==> src/sv/accel_tilt_roll_pitch_defines.svh <==
// assertion macros shared by the tilt block
`ifndef ACCEL_TILT_ROLL_PITCH_DEFINES_SVH
`define ACCEL_TILT_ROLL_PITCH_DEFINES_SVH

// same-cycle implication, disabled while reset is low
`define ATRP_ASSERT_IMP(lbl, clk, rst_n, ante, cons) \
    lbl: assert property (@(posedge clk) disable iff (!rst_n) (ante) |-> (cons)) \
        else $error("atrp: same-cycle check failed");

// next-cycle implication, disabled while reset is low
`define ATRP_ASSERT_NXT(lbl, clk, rst_n, ante, cons) \
    lbl: assert property (@(posedge clk) disable iff (!rst_n) (ante) |=> (cons)) \
        else $error("atrp: next-cycle check failed");

`endif

==> src/sv/atrp_pkg.sv <==
package atrp_pkg;

    // iteration counts
    localparam int CORDIC_STEPS = 20;
    localparam int CORD_MAX     = 32;
    localparam int CORD_USED    = (CORDIC_STEPS > CORD_MAX) ? CORD_MAX : CORDIC_STEPS;
    localparam int SQRT_STEPS   = 32;
    localparam int STEP_W       = $clog2(CORD_MAX);

    // fixed point layout
    localparam int ANG_FRAC = 16;
    localparam int VEC_FRAC = 24;
    localparam int AXIS_W   = 16;
    localparam int NEG_W    = AXIS_W + 1;
    localparam int VEC_W    = 42;
    localparam int ANG_W    = 32;
    localparam int RAD_W    = 32;
    localparam int REM_W    = 34;
    localparam int ROOT_W   = 32;
    localparam int ROLL_W   = 16;
    localparam int PITCH_W  = 15;

    localparam int HALF_TURN    = 18000;
    localparam int QUARTER_TURN = 9000;

    typedef logic signed [ANG_W-1:0] t_ang;

    localparam t_ang HALF_TURN_Q = t_ang'(HALF_TURN * (2 ** ANG_FRAC));

    // atan(2^-i) in centidegrees, 16 fractional bits
    localparam t_ang ATAN_TAB [0:CORD_MAX-1] = '{
        294912000, 174096719, 91987925, 46694507, 23437865, 11730358,
        5866610, 2933484, 1466764, 733385, 366693, 183346, 91673, 45837,
        22918, 11459, 5730, 2865, 1432, 716, 358, 179, 90, 45, 22, 11,
        6, 3, 1, 1, 0, 0
    };

    // values that ride along the root chain
    typedef struct packed {
        logic signed [NEG_W-1:0] nx;
        logic signed [NEG_W-1:0] rvx;
        logic signed [NEG_W-1:0] rvy;
        t_ang                    roll_off;
        logic                    roll_zero;
        logic                    pitch_zero;
    } t_side;

    // one cell of the square root chain
    typedef struct packed {
        logic [RAD_W-1:0]  rad;
        logic [REM_W-1:0]  rem;
        logic [ROOT_W-1:0] root;
        t_side             side;
    } t_sqrt;

    // one cell of the rotation chain, roll and pitch lanes
    typedef struct packed {
        logic signed [VEC_W-1:0] roll_x;
        logic signed [VEC_W-1:0] roll_y;
        t_ang                    roll_ang;
        logic signed [VEC_W-1:0] pit_x;
        logic signed [VEC_W-1:0] pit_y;
        t_ang                    pit_ang;
        logic                    roll_zero;
        logic                    pitch_zero;
    } t_cord;

    typedef struct packed {
        logic signed [PITCH_W-1:0] pitch;
        logic signed [ROLL_W-1:0]  roll;
    } t_res;

endpackage

==> src/sv/atrp_prep.sv <==
module atrp_prep (
    input  logic                                 i_clk,
    input  logic                                 i_rst_n,
    input  logic                                 i_en,
    input  logic                                 i_valid,
    input  logic signed [atrp_pkg::AXIS_W-1:0]   i_x,
    input  logic signed [atrp_pkg::AXIS_W-1:0]   i_y,
    input  logic signed [atrp_pkg::AXIS_W-1:0]   i_z,
    output logic                                 o_valid,
    output atrp_pkg::t_sqrt                      o_data
);

    logic                                 r_valid;
    atrp_pkg::t_sqrt                      r_data;
    atrp_pkg::t_sqrt                      n_data;
    logic signed [2*atrp_pkg::AXIS_W-1:0] yy;
    logic signed [2*atrp_pkg::AXIS_W-1:0] zz;
    logic signed [atrp_pkg::NEG_W-1:0]    sx;
    logic signed [atrp_pkg::NEG_W-1:0]    sy;
    logic signed [atrp_pkg::NEG_W-1:0]    sz;

    // squares, folded roll vector and flags
    always_comb begin
        sx = {i_x[atrp_pkg::AXIS_W-1], i_x};
        sy = {i_y[atrp_pkg::AXIS_W-1], i_y};
        sz = {i_z[atrp_pkg::AXIS_W-1], i_z};
        yy = i_y * i_y;
        zz = i_z * i_z;
        n_data.rad  = atrp_pkg::RAD_W'(yy) + atrp_pkg::RAD_W'(zz);
        n_data.rem  = '0;
        n_data.root = '0;
        n_data.side.nx = -sx;
        // left half plane goes through a half turn so the cordic sees x >= 0
        if (i_z[atrp_pkg::AXIS_W-1]) begin
            n_data.side.rvx      = -sz;
            n_data.side.rvy      = -sy;
            n_data.side.roll_off = i_y[atrp_pkg::AXIS_W-1] ? -atrp_pkg::HALF_TURN_Q
                                                          : atrp_pkg::HALF_TURN_Q;
        end else begin
            n_data.side.rvx      = sz;
            n_data.side.rvy      = sy;
            n_data.side.roll_off = '0;
        end
        n_data.side.roll_zero  = (i_y == '0) && (i_z == '0);
        n_data.side.pitch_zero = (i_x == '0) && (i_y == '0) && (i_z == '0);
    end

    // valid bit
    always_ff @(posedge i_clk) begin
        if (!i_rst_n) begin
            r_valid <= 1'b0;
        end else if (i_en) begin
            r_valid <= i_valid;
        end
    end

    // payload
    always_ff @(posedge i_clk) begin
        if (i_en) begin
            r_data <= n_data;
        end
    end

    assign o_valid = r_valid;
    assign o_data  = r_data;

endmodule

==> config.mk <==
export PLATFORM = sky130hd
export DESIGN_NAME = atrp_prep
export DESIGN_NICKNAME = d
export VERILOG_FILES = /design/src/sv/accel_tilt_roll_pitch_defines.svh /design/src/sv/atrp_pkg.sv /design/src/sv/atrp_prep.sv
export SDC_FILE = /design/constraint.sdc
export NUM_CORES = 1
export LEC_CHECK = 0
export BUFFER_PORTS_ARGS = -buffer_cell sky130_fd_sc_hd__buf_2
export CORE_UTILIZATION = 25
export CTS_CLUSTER_DIAMETER = 60
export DETAILED_ROUTE_END_ITERATION = 7
export MAX_ROUTING_LAYER = met4
export PLACE_DENSITY = 0.37
export SLEW_MARGIN = 10
export SYNTH_ARGS = -nofsm -noshare
export SYNTH_HDL_FRONTEND = slang
export SYNTH_SLANG_ARGS = --single-unit
==> constraint.sdc <==
create_clock -name i_clk -period 17.6 [get_ports i_clk]
set_input_delay 0.88 -clock i_clk [delete_from_list [all_inputs] [get_ports i_clk]]
set_output_delay 0.88 -clock i_clk [all_outputs]
set_load 0.01 [all_outputs]
Yosys cells after proc, flatten, opt, wreduce, memory -nomap -nowiden
Index checks and enable logic that the tools add are counted.
{ "totals": {"rom_bits": 0, "n_memories": 0, "latchBits": 0, "input_bits": 52, "ram_bits": 0, "ff_bits": 118} }
{ "classes": {"n_reduce_logical": 6, "magnitude_cmp": 0, "n_div": 0, "n_addsub": 4, "bitwise": 0, "n_mux": 2, "eq_ne": 0, "shift": 0, "mul": 2} }
{ "ops": {"columns": ["cell", "n"], "rows": [
  ["16-bit by 16-bit multiplier with 32-bit output", 2],
  ["64-bit two-way mux", 1],
  ["16-bit negation with 17-bit output", 3],
  ["16-bit logical NOT", 3],
  ["32-bit adder", 1],
  ["32-bit two-way mux", 1],
  ["1-bit logical AND", 3]
]} }

Depth between registers and ports, before layout
Gate-level depths: netlist of run 1.
{ "depth": {"ltp_word": 3, "mapped_depth": 27} }

Least setup slack after synthesis of run 1
No wires, ideal clock.
{ "synth_timing": {"path_kind": "in2reg", "from": "input i_z[15] in the netlist's numbering", "to": "register r_data, in the netlist o_data[181] (data pin)", "t_arrival_ns": 7.685, "stages": 24, "path_slack_ns": 9.654, "path_buffers": 3, "cell_sequence": "clkbuf_1 clkbuf_1 clkbuf_1 nand2_1 fa_1 inv_1 fa_1 inv_1 fa_1 fa_1 inv_1 fa_1 fa_1 fa_1 inv_1 fa_1 inv_1 ha_1 nand2_1 nor3_1 inv_1 a211o_1 nor4b_1 a311o_1"} }
{ "synth_lines": {"columns": ["element", "line_no", "text"], "rows": [
  ["start: declaration", "atrp_prep.sv:8", "input logic signed [atrp_pkg::AXIS_W-1:0] i_z,"],
  ["end signal: assignment", "atrp_prep.sv:60", "r_data <= n_data;"],
  ["end: declaration", "atrp_prep.sv:14", "atrp_pkg::t_sqrt r_data;"]
]} }

==> results.sh, run 1 <==
export IMPL_wl_per_cell_um=17.7
export IMPL_max_slew_margin_rel=0.165
export IMPL_skew_ns=0
export IMPL_ctsResizeCount=0
export IMPL_root_buffer="clkbuf_16"
export IMPL_row_count=108
export IMPL_ant_nets=0
export IMPL_drc=0
export IMPL_startpoint_type="input pin"
export IMPL_post_place_ws_ns=8.61
export IMPL_reg2reg_slack_ns=16.98
export IMPL_tightest_slew_ns=1.24
export IMPL_post_route_util=0.275
export IMPL_area_growth_pct=8.91
export IMPL_timing_rr_end="o_valid"
export IMPL_placed_area_um2=23500
export IMPL_period_minus_slack_ns=8.47
export IMPL_htreeDepth=3
export IMPL_period_share=0.481
export IMPL_vias_per_cell=4.02
export IMPL_hold_depth=2
export IMPL_final_cell_area_um2=23800
export IMPL_clk_latency_ns=0.39
export IMPL_clockBufferDepth=2
export IMPL_grt_pass1_wl_mm=94.2
export IMPL_finalHoldViolCount=0
export IMPL_grt_pass1_vias=15900
export IMPL_synth_edf_count=88
export IMPL_yosysWarnings=0
export IMPL_hp_start="o_valid"
export IMPL_crit_required_ns=17.75
export IMPL_setup_tns_ns=0
export IMPL_numCtsBuffers=9
export IMPL_dieWidth_um=298
export IMPL_ys_types=58
export IMPL_holdCritPathClass="reg -> reg"
export IMPL_cts_tree="yes"
export IMPL_drive_gt1_frac=0.0813
export IMPL_clock_sinks=89
export IMPL_core_area_um2=86600
export IMPL_syn_instance_count=2169
export IMPL_syn_area_per_cell_um2=10.1
export IMPL_io_pins=236
export IMPL_status="finished clean"
export IMPL_final_cell_mix="659 x inv_1, 522 x fa_1, 169 x nand2_1, 155 x ha_1, 148 x buf_2"
export IMPL_synth_main_ff_cell="edfxtp_1"
export IMPL_reg2reg_depth=2
export IMPL_drt_first_pass_iters=5
export IMPL_via_count=13800
export IMPL_drtIter0Drc=497
export IMPL_start_util=0.252
export IMPL_rsz0062_at_grt="no"
export IMPL_die_h_um=298
export IMPL_fill_cells=9338
export IMPL_yosys_top_cells_area="fa_1 48%, edfxtp_1 12%, inv_1 11%"
export IMPL_grt_usage=0.148
export IMPL_port_buffers=149
export IMPL_grt_ovfl_total=0
export IMPL_clock_fmax_mhz=118
export IMPL_path_max_fanout=29
export IMPL_synth_top_area_cell="fa_1"
export IMPL_hpwl_mm=51.2
export IMPL_slew_violations=0
export IMPL_die_area_um2=88500
export IMPL_ys_ff_latch=89
export IMPL_nNetsFinal=2999
export IMPL_yosysTopAreaCellShare=0.478
export IMPL_ctsHoldBuffers=0
export IMPL_worst_slack_ns=9.13
export IMPL_critPathKind="in -> reg"
export IMPL_routabilityCongestion=0.816
export IMPL_antenna_found_initial=0
export IMPL_syn_cell_area_um2=21800
export IMPL_grt_max_degree=60
export IMPL_wl_mm=60.9
export IMPL_drv_cap=0
export IMPL_hold_end="o_valid"
export IMPL_path_clk_slew_ns=0.08
export IMPL_end_kind="flip-flop"
export IMPL_crit_arrival_ns=8.61
export IMPL_postCtsSetupRepairBufs=0
export IMPL_ys_seq_area_frac=0.122
export IMPL_final_setup_viol_count=0
export IMPL_synthArstFlopShare=0
export IMPL_layout_commonest_cell="inv_1"
export IMPL_reg2reg_from="o_valid"
-- registers in the layout, summed over array words and instances (netlist names) --
name / flops
o_valid: 1
o_data: 88
-- critical path: stages --
cell and delay (ns):
buf_2 0.08, buf_4 0.35, nand2_1 0.52, inv_1 0.65, fa_1 0.55, fa_1 0.52
inv_1 0.05, fa_1 0.47, inv_1 0.05, fa_1 0.47, fa_1 0.57, fa_1 0.43
fa_1 0.49, inv_1 0.05, fa_1 0.48, inv_1 0.06, ha_1 0.37, o2111a_1 0.16
and3_1 0.17, a221oi_2 0.30, buf_4 0.20, a21oi_1 0.14, a21o_1 0.21, a311o_1 0.34
-- cells in the mapped netlist (4+ instances only) --
cell / count
and2_1: 79
o21ai_0: 24
nor2b_1: 5
nor3_1: 13
nand3_1: 4
ha_1: 155
xor2_1: 14
nor4_1: 4
fa_1: 522
inv_1: 659
a21oi_1: 30
buf_4: 96
edfxtp_1: 88
o31ai_1: 5
clkbuf_1: 49
nand2_1: 169
xnor2_1: 85
a21o_1: 10
and3_1: 5
nand2b_1: 12
buf_1: 7
nor2_1: 71
o21bai_1: 4
clkinv_1: 5
-- metrics by stage --
stage	cells	hold slack (ns)
after floorplan	2255	0.538
after global placement	3414	0.494
after detailed placement	3414	0.509
after CTS	3430	0.529
after global routing	3430	0.585
final	3433	0.536
-- routing by layer --
layer | GRT usage | routed length, um | vias up
met5 | - | 0 | -
met4 | 0.0365 | 1330 | 0
li1 | - | - | 6266
met1 | 0.169 | 24300 | 7295
met3 | 0.0167 | 1520 | 49
met2 | 0.271 | 33800 | 198
-- layout make-up --
cell class	count	area, um2	share of cell area
Antenna cell	3	7.51	0.000316
Clock buffer	9	225	0.00947
Clock inverter	7	76.3	0.00321
Inverter	664	2490	0.105
Multi-Input combinational cell	1348	16100	0.675
Sequential cell	89	2660	0.112
Tap cell	1155	1450	0.0608
Timing Repair Buffer	158	816	0.0343
-- worst max-delay path by stage --
stage	start	endpoint	cells after the start
after floorplan	i_z[15]	o_data[181]	24
after global placement	i_z[15]	o_data[181]	24
after detailed placement	i_z[15]	o_data[181]	24
after CTS	i_z[15]	o_data[181]	24
after global routing	i_z[15]	o_data[181]	24
final	i_z[15]	o_data[181]	24
-- kinds of logic after synthesis --
group / count (synthesis) / share of synthesized area
mux: 4 / 0.00195
xor+xnor: 99 / 0.0397
fa+ha+maj: 677 / 0.567
compound gates: 97 / 0.0283
simple gates: 384 / 0.0832
flops: 89 / 0.122
buf+inv: 818 / 0.157
other cells: 1 / 0.000172
Power of run 1 is left out: the tool's default activity adds up to more than one toggle a clock period on the data nets, which glitch-free logic cannot reach.
==> run 2, diff against run 1 <==
--- a/config.mk
+++ b/config.mk
@@ -5,12 +5,13 @@
 export SDC_FILE = /design/constraint.sdc
 export NUM_CORES = 1
 export LEC_CHECK = 0
+export ABC_AREA = 1
 export BUFFER_PORTS_ARGS = -buffer_cell sky130_fd_sc_hd__buf_2
 export CORE_UTILIZATION = 25
 export CTS_CLUSTER_DIAMETER = 60
 export DETAILED_ROUTE_END_ITERATION = 7
 export MAX_ROUTING_LAYER = met4
-export PLACE_DENSITY = 0.37
+export PLACE_DENSITY = 0.38
 export SLEW_MARGIN = 10
 export SYNTH_ARGS = -nofsm -noshare
 export SYNTH_HDL_FRONTEND = slang
==> constraint.sdc (replaced) <==
create_clock -name i_clk -period 7.7 [get_ports i_clk]
set_input_delay 0.385 -clock i_clk [delete_from_list [all_inputs] [get_ports i_clk]]
set_output_delay 0.385 -clock i_clk [all_outputs]
set_load 0.01 [all_outputs]
==> run 2 against run 1 <==
Design area grew 4.9%. Via count grew 11%. Critical path depth is the same. Synthesized cell count grew 16%. Flip-flop and latch count is the same. Routed wire length grew 3.6%. Core utilization grew 0.22 points. Sequential share of layout area shrank 0.52 points. Setup slack lost 8.4 ns. Synthesized area grew 4.2%. Critical endpoint is now o_data[182]. Largest cell class unchanged.
==> results.sh, run 2 <==
export IMPL_status="finished clean"
export IMPL_syn_cell_area_um2=22800
export IMPL_post_place_ws_ns=0.219
export IMPL_synth_common_cells="826 x inv_1, 522 x fa_1, 421 x nand2_1"
export IMPL_grt_usage=0.148
export IMPL_path_cells="buf_2 > inv_1 > fa_1 > fa_1 > fa_1 > fa_1 > inv_1 > fa_1 > inv_1 > fa_1 > fa_1 > fa_1 > inv_1 > ha_1 > a21oi_1 > inv_1 > a21oi_1 > nand3_1 > nand2_1 > inv_1 > nor2_1 > inv_1 > nand2_1 > nand2_1"
export IMPL_row_count=110
export IMPL_nNetsFinal=3375
export IMPL_postCtsSetupRepairBufs=0
export IMPL_syn_area_per_cell_um2=9.05
export IMPL_yosys_top_cells_area="fa_1 46%, inv_1 14%, edfxtp_1 12%"
export IMPL_largest_reg_flops=88
export IMPL_clk_latency_ns=0.39
export IMPL_drv_cap=0
export IMPL_drive_gt1_frac=0.0947
export IMPL_drtIter0Drc=568
export IMPL_yosysTopAreaCellShare=0.459
export IMPL_skew_ns=0
export IMPL_grt_max_degree=52
export IMPL_synth_top_area_cell="fa_1"
export IMPL_critPathKind="in -> reg"
export IMPL_cts_tree="yes"
export IMPL_start_util=0.253
export IMPL_reg2reg_from="o_valid"
export IMPL_routabilityCongestion=0.862
export IMPL_final_cell_area_um2=25000
export IMPL_ys_ff_latch=89
export IMPL_synth_most_common_cell="inv_1"
export IMPL_final_setup_viol_count=0
export IMPL_port_buffers=149
export IMPL_holdCritPathClass="in -> reg"
export IMPL_io_pins=236
export IMPL_crit_slowest_cell="fa_1"
export IMPL_grt_pass1_vias=17500
export IMPL_root_buffer="clkbuf_16"
export IMPL_yosysWarnings=0
export IMPL_path_clk_slew_ns=0.08
export IMPL_htreeDepth=3
export IMPL_hp_start="i_x[0]"
export IMPL_tightest_slew_ns=0.802
export IMPL_layout_commonest_cell="inv_1"
export IMPL_die_area_um2=92300
export IMPL_period_share=0.907
export IMPL_dieWidth_um=304
export IMPL_synth_main_ff_cell="edfxtp_1"
export IMPL_via_count=15300
export IMPL_clockBufferDepth=2
export IMPL_area_growth_pct=9.62
export IMPL_crit_arrival_ns=7.13
export IMPL_grt_pass1_wl_mm=102
export IMPL_clock_sinks=89
export IMPL_cp_top_family="adder cells"
export IMPL_fill_cells=9689
export IMPL_hpwl_mm=56.8
export IMPL_wl_per_cell_um=16.5
export IMPL_clock_fmax_mhz=143
export IMPL_core_area_um2=90100
export IMPL_end_kind="flip-flop"
export IMPL_wl_mm=63.1
export IMPL_ctsHoldBuffers=0
export IMPL_rsz0062_at_grt="no"
export IMPL_vias_per_cell=3.99
export IMPL_ys_seq_area_frac=0.117
export IMPL_worst_slack_ns=0.713
export IMPL_max_slew_margin_rel=0.465
export IMPL_cp_common_cell="fa_1"
export IMPL_path_buf_inv=8
export IMPL_syn_instance_count=2514
export IMPL_synth_edf_count=88
export IMPL_placed_area_um2=24700
export IMPL_ant_nets=0
export IMPL_setup_tns_ns=0
export IMPL_finalHoldViolCount=0
export IMPL_startpoint_type="input pin"
export IMPL_die_h_um=304
export IMPL_ctsResizeCount=0
export IMPL_drt_first_pass_iters=5
export IMPL_period_minus_slack_ns=6.99
export IMPL_grt_ovfl_total=0
export IMPL_drc=0
export IMPL_crit_required_ns=7.84
export IMPL_cp_startpoint="i_y[7]"
export IMPL_path_max_fanout=19
export IMPL_synthArstFlopShare=0
export IMPL_final_cell_mix="826 x inv_1, 522 x fa_1, 421 x nand2_1, 155 x ha_1, 148 x buf_2"
export IMPL_cp_slowest_stage_delay_ns=0.63
export IMPL_slew_violations=0
export IMPL_antenna_found_initial=3
export IMPL_ys_types=44
export IMPL_numCtsBuffers=9
==> run 2: cell types whose count changed after synthesis, moves of 9 or more <==
cell / before / now
nand2b_1: 12 / 1
nand3_1: 4 / 35
xnor2_1: 85 / 14
nor2_1: 71 / 93
inv_1: 659 / 826
nand2_1: 169 / 421
and2_1: 79 / 0
nor2_2: 0 / 9
xor2_1: 14 / 59
==> run 2: stage by stage <==
stage                     utilization  instances  hold slack [ns]
after floorplan                     -       2600            0.478
after global placement          0.274       3811            0.517
after detailed placement        0.274       3811            0.541
after CTS                       0.277       3827            0.190
after global routing            0.277       3829            0.212
final                           0.277       3829            0.219
==> run 2: area by class of cell <==
class / count / area, um2 / share of cell area
Clock buffer: 9 / 225 / 0.00903
Timing Repair Buffer: 196 / 1100 / 0.0441
Antenna cell: 2 / 5.00 / 0.000201
Multi-Input combinational cell: 1520 / 16300 / 0.653
Inverter: 830 / 3120 / 0.125
Tap cell: 1176 / 1470 / 0.0590
Clock inverter: 7 / 65.1 / 0.00261
Sequential cell: 89 / 2660 / 0.107
==> run 2: final timing paths <==
check,end,slack [ns],cells past startpoint
setup / recovery,o_data[182],0.71,24
hold / removal,o_data[68],0.22,1
setup reg to reg,o_valid,7.05,2
hold reg to reg,o_valid,0.56,2
==> run 2: kinds of logic after synthesis <==
| kind of cell | after synthesis | synth area share |
|---|---|---|
| buf+inv | 991 | 0.181 |
| fa+ha+maj | 677 | 0.544 |
| simple gates | 602 | 0.109 |
| flops | 89 | 0.117 |
| compound gates | 81 | 0.0207 |
| xor+xnor | 73 | 0.0281 |
| other cells | 1 | 0.000165 |
==> run 2: metal layers <==
metal	part of all wire	GRT usage	up-vias
li1	-	-	7174
met1	0.47	0.193	7777
met2	0.49	0.251	298
met3	0.028	0.0144	35
met4	0.012	0.0261	0
met5	0	-	-
==> run 2: worst register-to-register path: stages (launching register included) <==
cell and delay, ns:
dfxtp_1 0.31, o21ai_0 0.16, a21oi_1 0.06
Power of run 2 is left out for the same reason.
==> run 3, diff against run 2 <==
--- a/config.mk
+++ b/config.mk
@@ -11,7 +11,7 @@
 export CTS_CLUSTER_DIAMETER = 60
 export DETAILED_ROUTE_END_ITERATION = 7
 export MAX_ROUTING_LAYER = met4
-export PLACE_DENSITY = 0.38
+export PLACE_DENSITY = 0.36
 export SLEW_MARGIN = 10
 export SYNTH_ARGS = -nofsm -noshare
 export SYNTH_HDL_FRONTEND = slang
==> constraint.sdc (replaced) <==
create_clock -name i_clk -period 7.6 [get_ports i_clk]
set_input_delay 0.38 -clock i_clk [delete_from_list [all_inputs] [get_ports i_clk]]
set_output_delay 0.38 -clock i_clk [all_outputs]
set_load 0.01 [all_outputs]
==> run 3 against run 2 <==
Clock skew did not move. Flip-flop and latch count did not move. Die area did not move. Routed wire length rose by 0.79%. Design area rose by 0.24%. Register-to-register slack got worse by 0.14 ns. First-iteration DRC count fell by 5.6%. Cell count rose by 0.16%. Sequential share of layout area barely moved. Via count fell by 1.3%. Critical endpoint unchanged.
==> results.sh, run 3 (synthesis results as in run 2) <==
export IMPL_clock_fmax_mhz=147
export IMPL_postCtsSetupRepairBufs=0
export IMPL_path_max_fanout=19
export IMPL_grt_max_degree=50
export IMPL_vias_per_cell=3.93
export IMPL_dp_cells=3818
export IMPL_ant_nets=0
export IMPL_clockBufferDepth=2
export IMPL_root_buffer="clkbuf_16"
export IMPL_wl_mm=63.6
export IMPL_port_buffers=149
export IMPL_status="finished clean"
export IMPL_ctsHoldBuffers=0
export IMPL_nNetsFinal=3382
export IMPL_cts_tree="yes"
export IMPL_die_area_um2=92300
export IMPL_startpoint_type="input pin"
export IMPL_start_util=0.253
export IMPL_drive_gt1_frac=0.0971
export IMPL_routabilityCongestion=0.843
export IMPL_slew_violations=0
export IMPL_grt_pass1_vias=17100
export IMPL_wl_per_cell_um=16.6
export IMPL_final_setup_viol_count=0
export IMPL_ctsResizeCount=0
export IMPL_finalHoldViolCount=0
export IMPL_critPathKind="in -> reg"
export IMPL_via_count=15100
export IMPL_die_h_um=304
export IMPL_max_slew_margin_rel=0.499
export IMPL_path_buf_inv=10
export IMPL_final_cell_mix="826 x inv_1, 522 x fa_1, 421 x nand2_1, 155 x ha_1, 148 x buf_2"
export IMPL_drt_first_pass_iters=5
export IMPL_period_share=0.897
export IMPL_cp_slowest_stage_delay_ns=0.64
export IMPL_skew_ns=0
export IMPL_core_area_um2=90100
export IMPL_path_clk_slew_ns=0.08
export IMPL_clock_sinks=89
export IMPL_drtIter0Drc=536
export IMPL_end_kind="flip-flop"
export IMPL_largest_reg_flops=88
export IMPL_setup_tns_ns=0
export IMPL_numCtsBuffers=9
export IMPL_crit_slowest_cell="fa_1"
export IMPL_whs_ns=0.220
export IMPL_hpwl_mm=57.6
export IMPL_rsz0062_at_grt="no"
export IMPL_drv_cap=0
export IMPL_clk_latency_ns=0.38
export IMPL_row_count=110
export IMPL_area_growth_pct=9.88
export IMPL_grt_usage=0.148
export IMPL_htreeDepth=3
export IMPL_dieWidth_um=304
export IMPL_layout_commonest_cell="inv_1"
export IMPL_instances_no_fill=3835
export IMPL_period_minus_slack_ns=6.81
export IMPL_io_pins=236
export IMPL_grt_ovfl_total=0
export IMPL_crit_required_ns=7.73
export IMPL_holdCritPathClass="in -> reg"
export IMPL_cp_top_family="adder cells"
export IMPL_tightest_slew_ns=0.751
export IMPL_crit_arrival_ns=6.95
export IMPL_drc=0
export IMPL_antenna_found_initial=1
export IMPL_grt_pass1_wl_mm=102
## run 3: per-stage QoR
stage	util	worst slack [ns]	cell area, um2
final	0.277	0.786	25000
after floorplan	-	0.688	23100
after global routing	0.277	0.387	25000
after global placement	0.274	0.339	24700
after CTS	0.277	0.748	25000
after detailed placement	0.274	0.319	24700
## run 3: per-layer routing
metal | wire length [um] | GRT usage | vias up
li1 | - | - | 7196
met1 | 31200 | 0.202 | 7636
met3 | 1460 | 0.0129 | 17
met5 | 0 | - | -
met2 | 30600 | 0.247 | 235
met4 | 371 | 0.0174 | 0
## run 3: cell type report
type | instances | area [um2]
inverters | 830 | 3120
fillers | 9653 | 65100
well taps | 1176 | 1470
flip-flops and latches | 89 | 2660
clock inverters | 7 | 61.3
clock buffers | 9 | 225
diodes | 1 | 2.50
multi-input cells | 1520 | 16300
repair buffers | 203 | 1170
## run 3: path summary, 6_finish.rpt
check | from | end | slack [ns] | cells past startpoint
min | i_x[0] | o_data[68] | 0.22 | 1
max reg2reg | o_valid | o_valid | 6.91 | 2
min reg2reg | o_valid | o_valid | 0.58 | 2
max | i_y[15] | o_data[182] | 0.79 | 27
## run 3: worst reg2reg max path: cells and delay by family (launching register included)
kind,cells,cell delay [ns]
AO/OA/AOI/OAI,2,0.24
flip-flops,1,0.32
Power of run 3 is left out for the same reason.
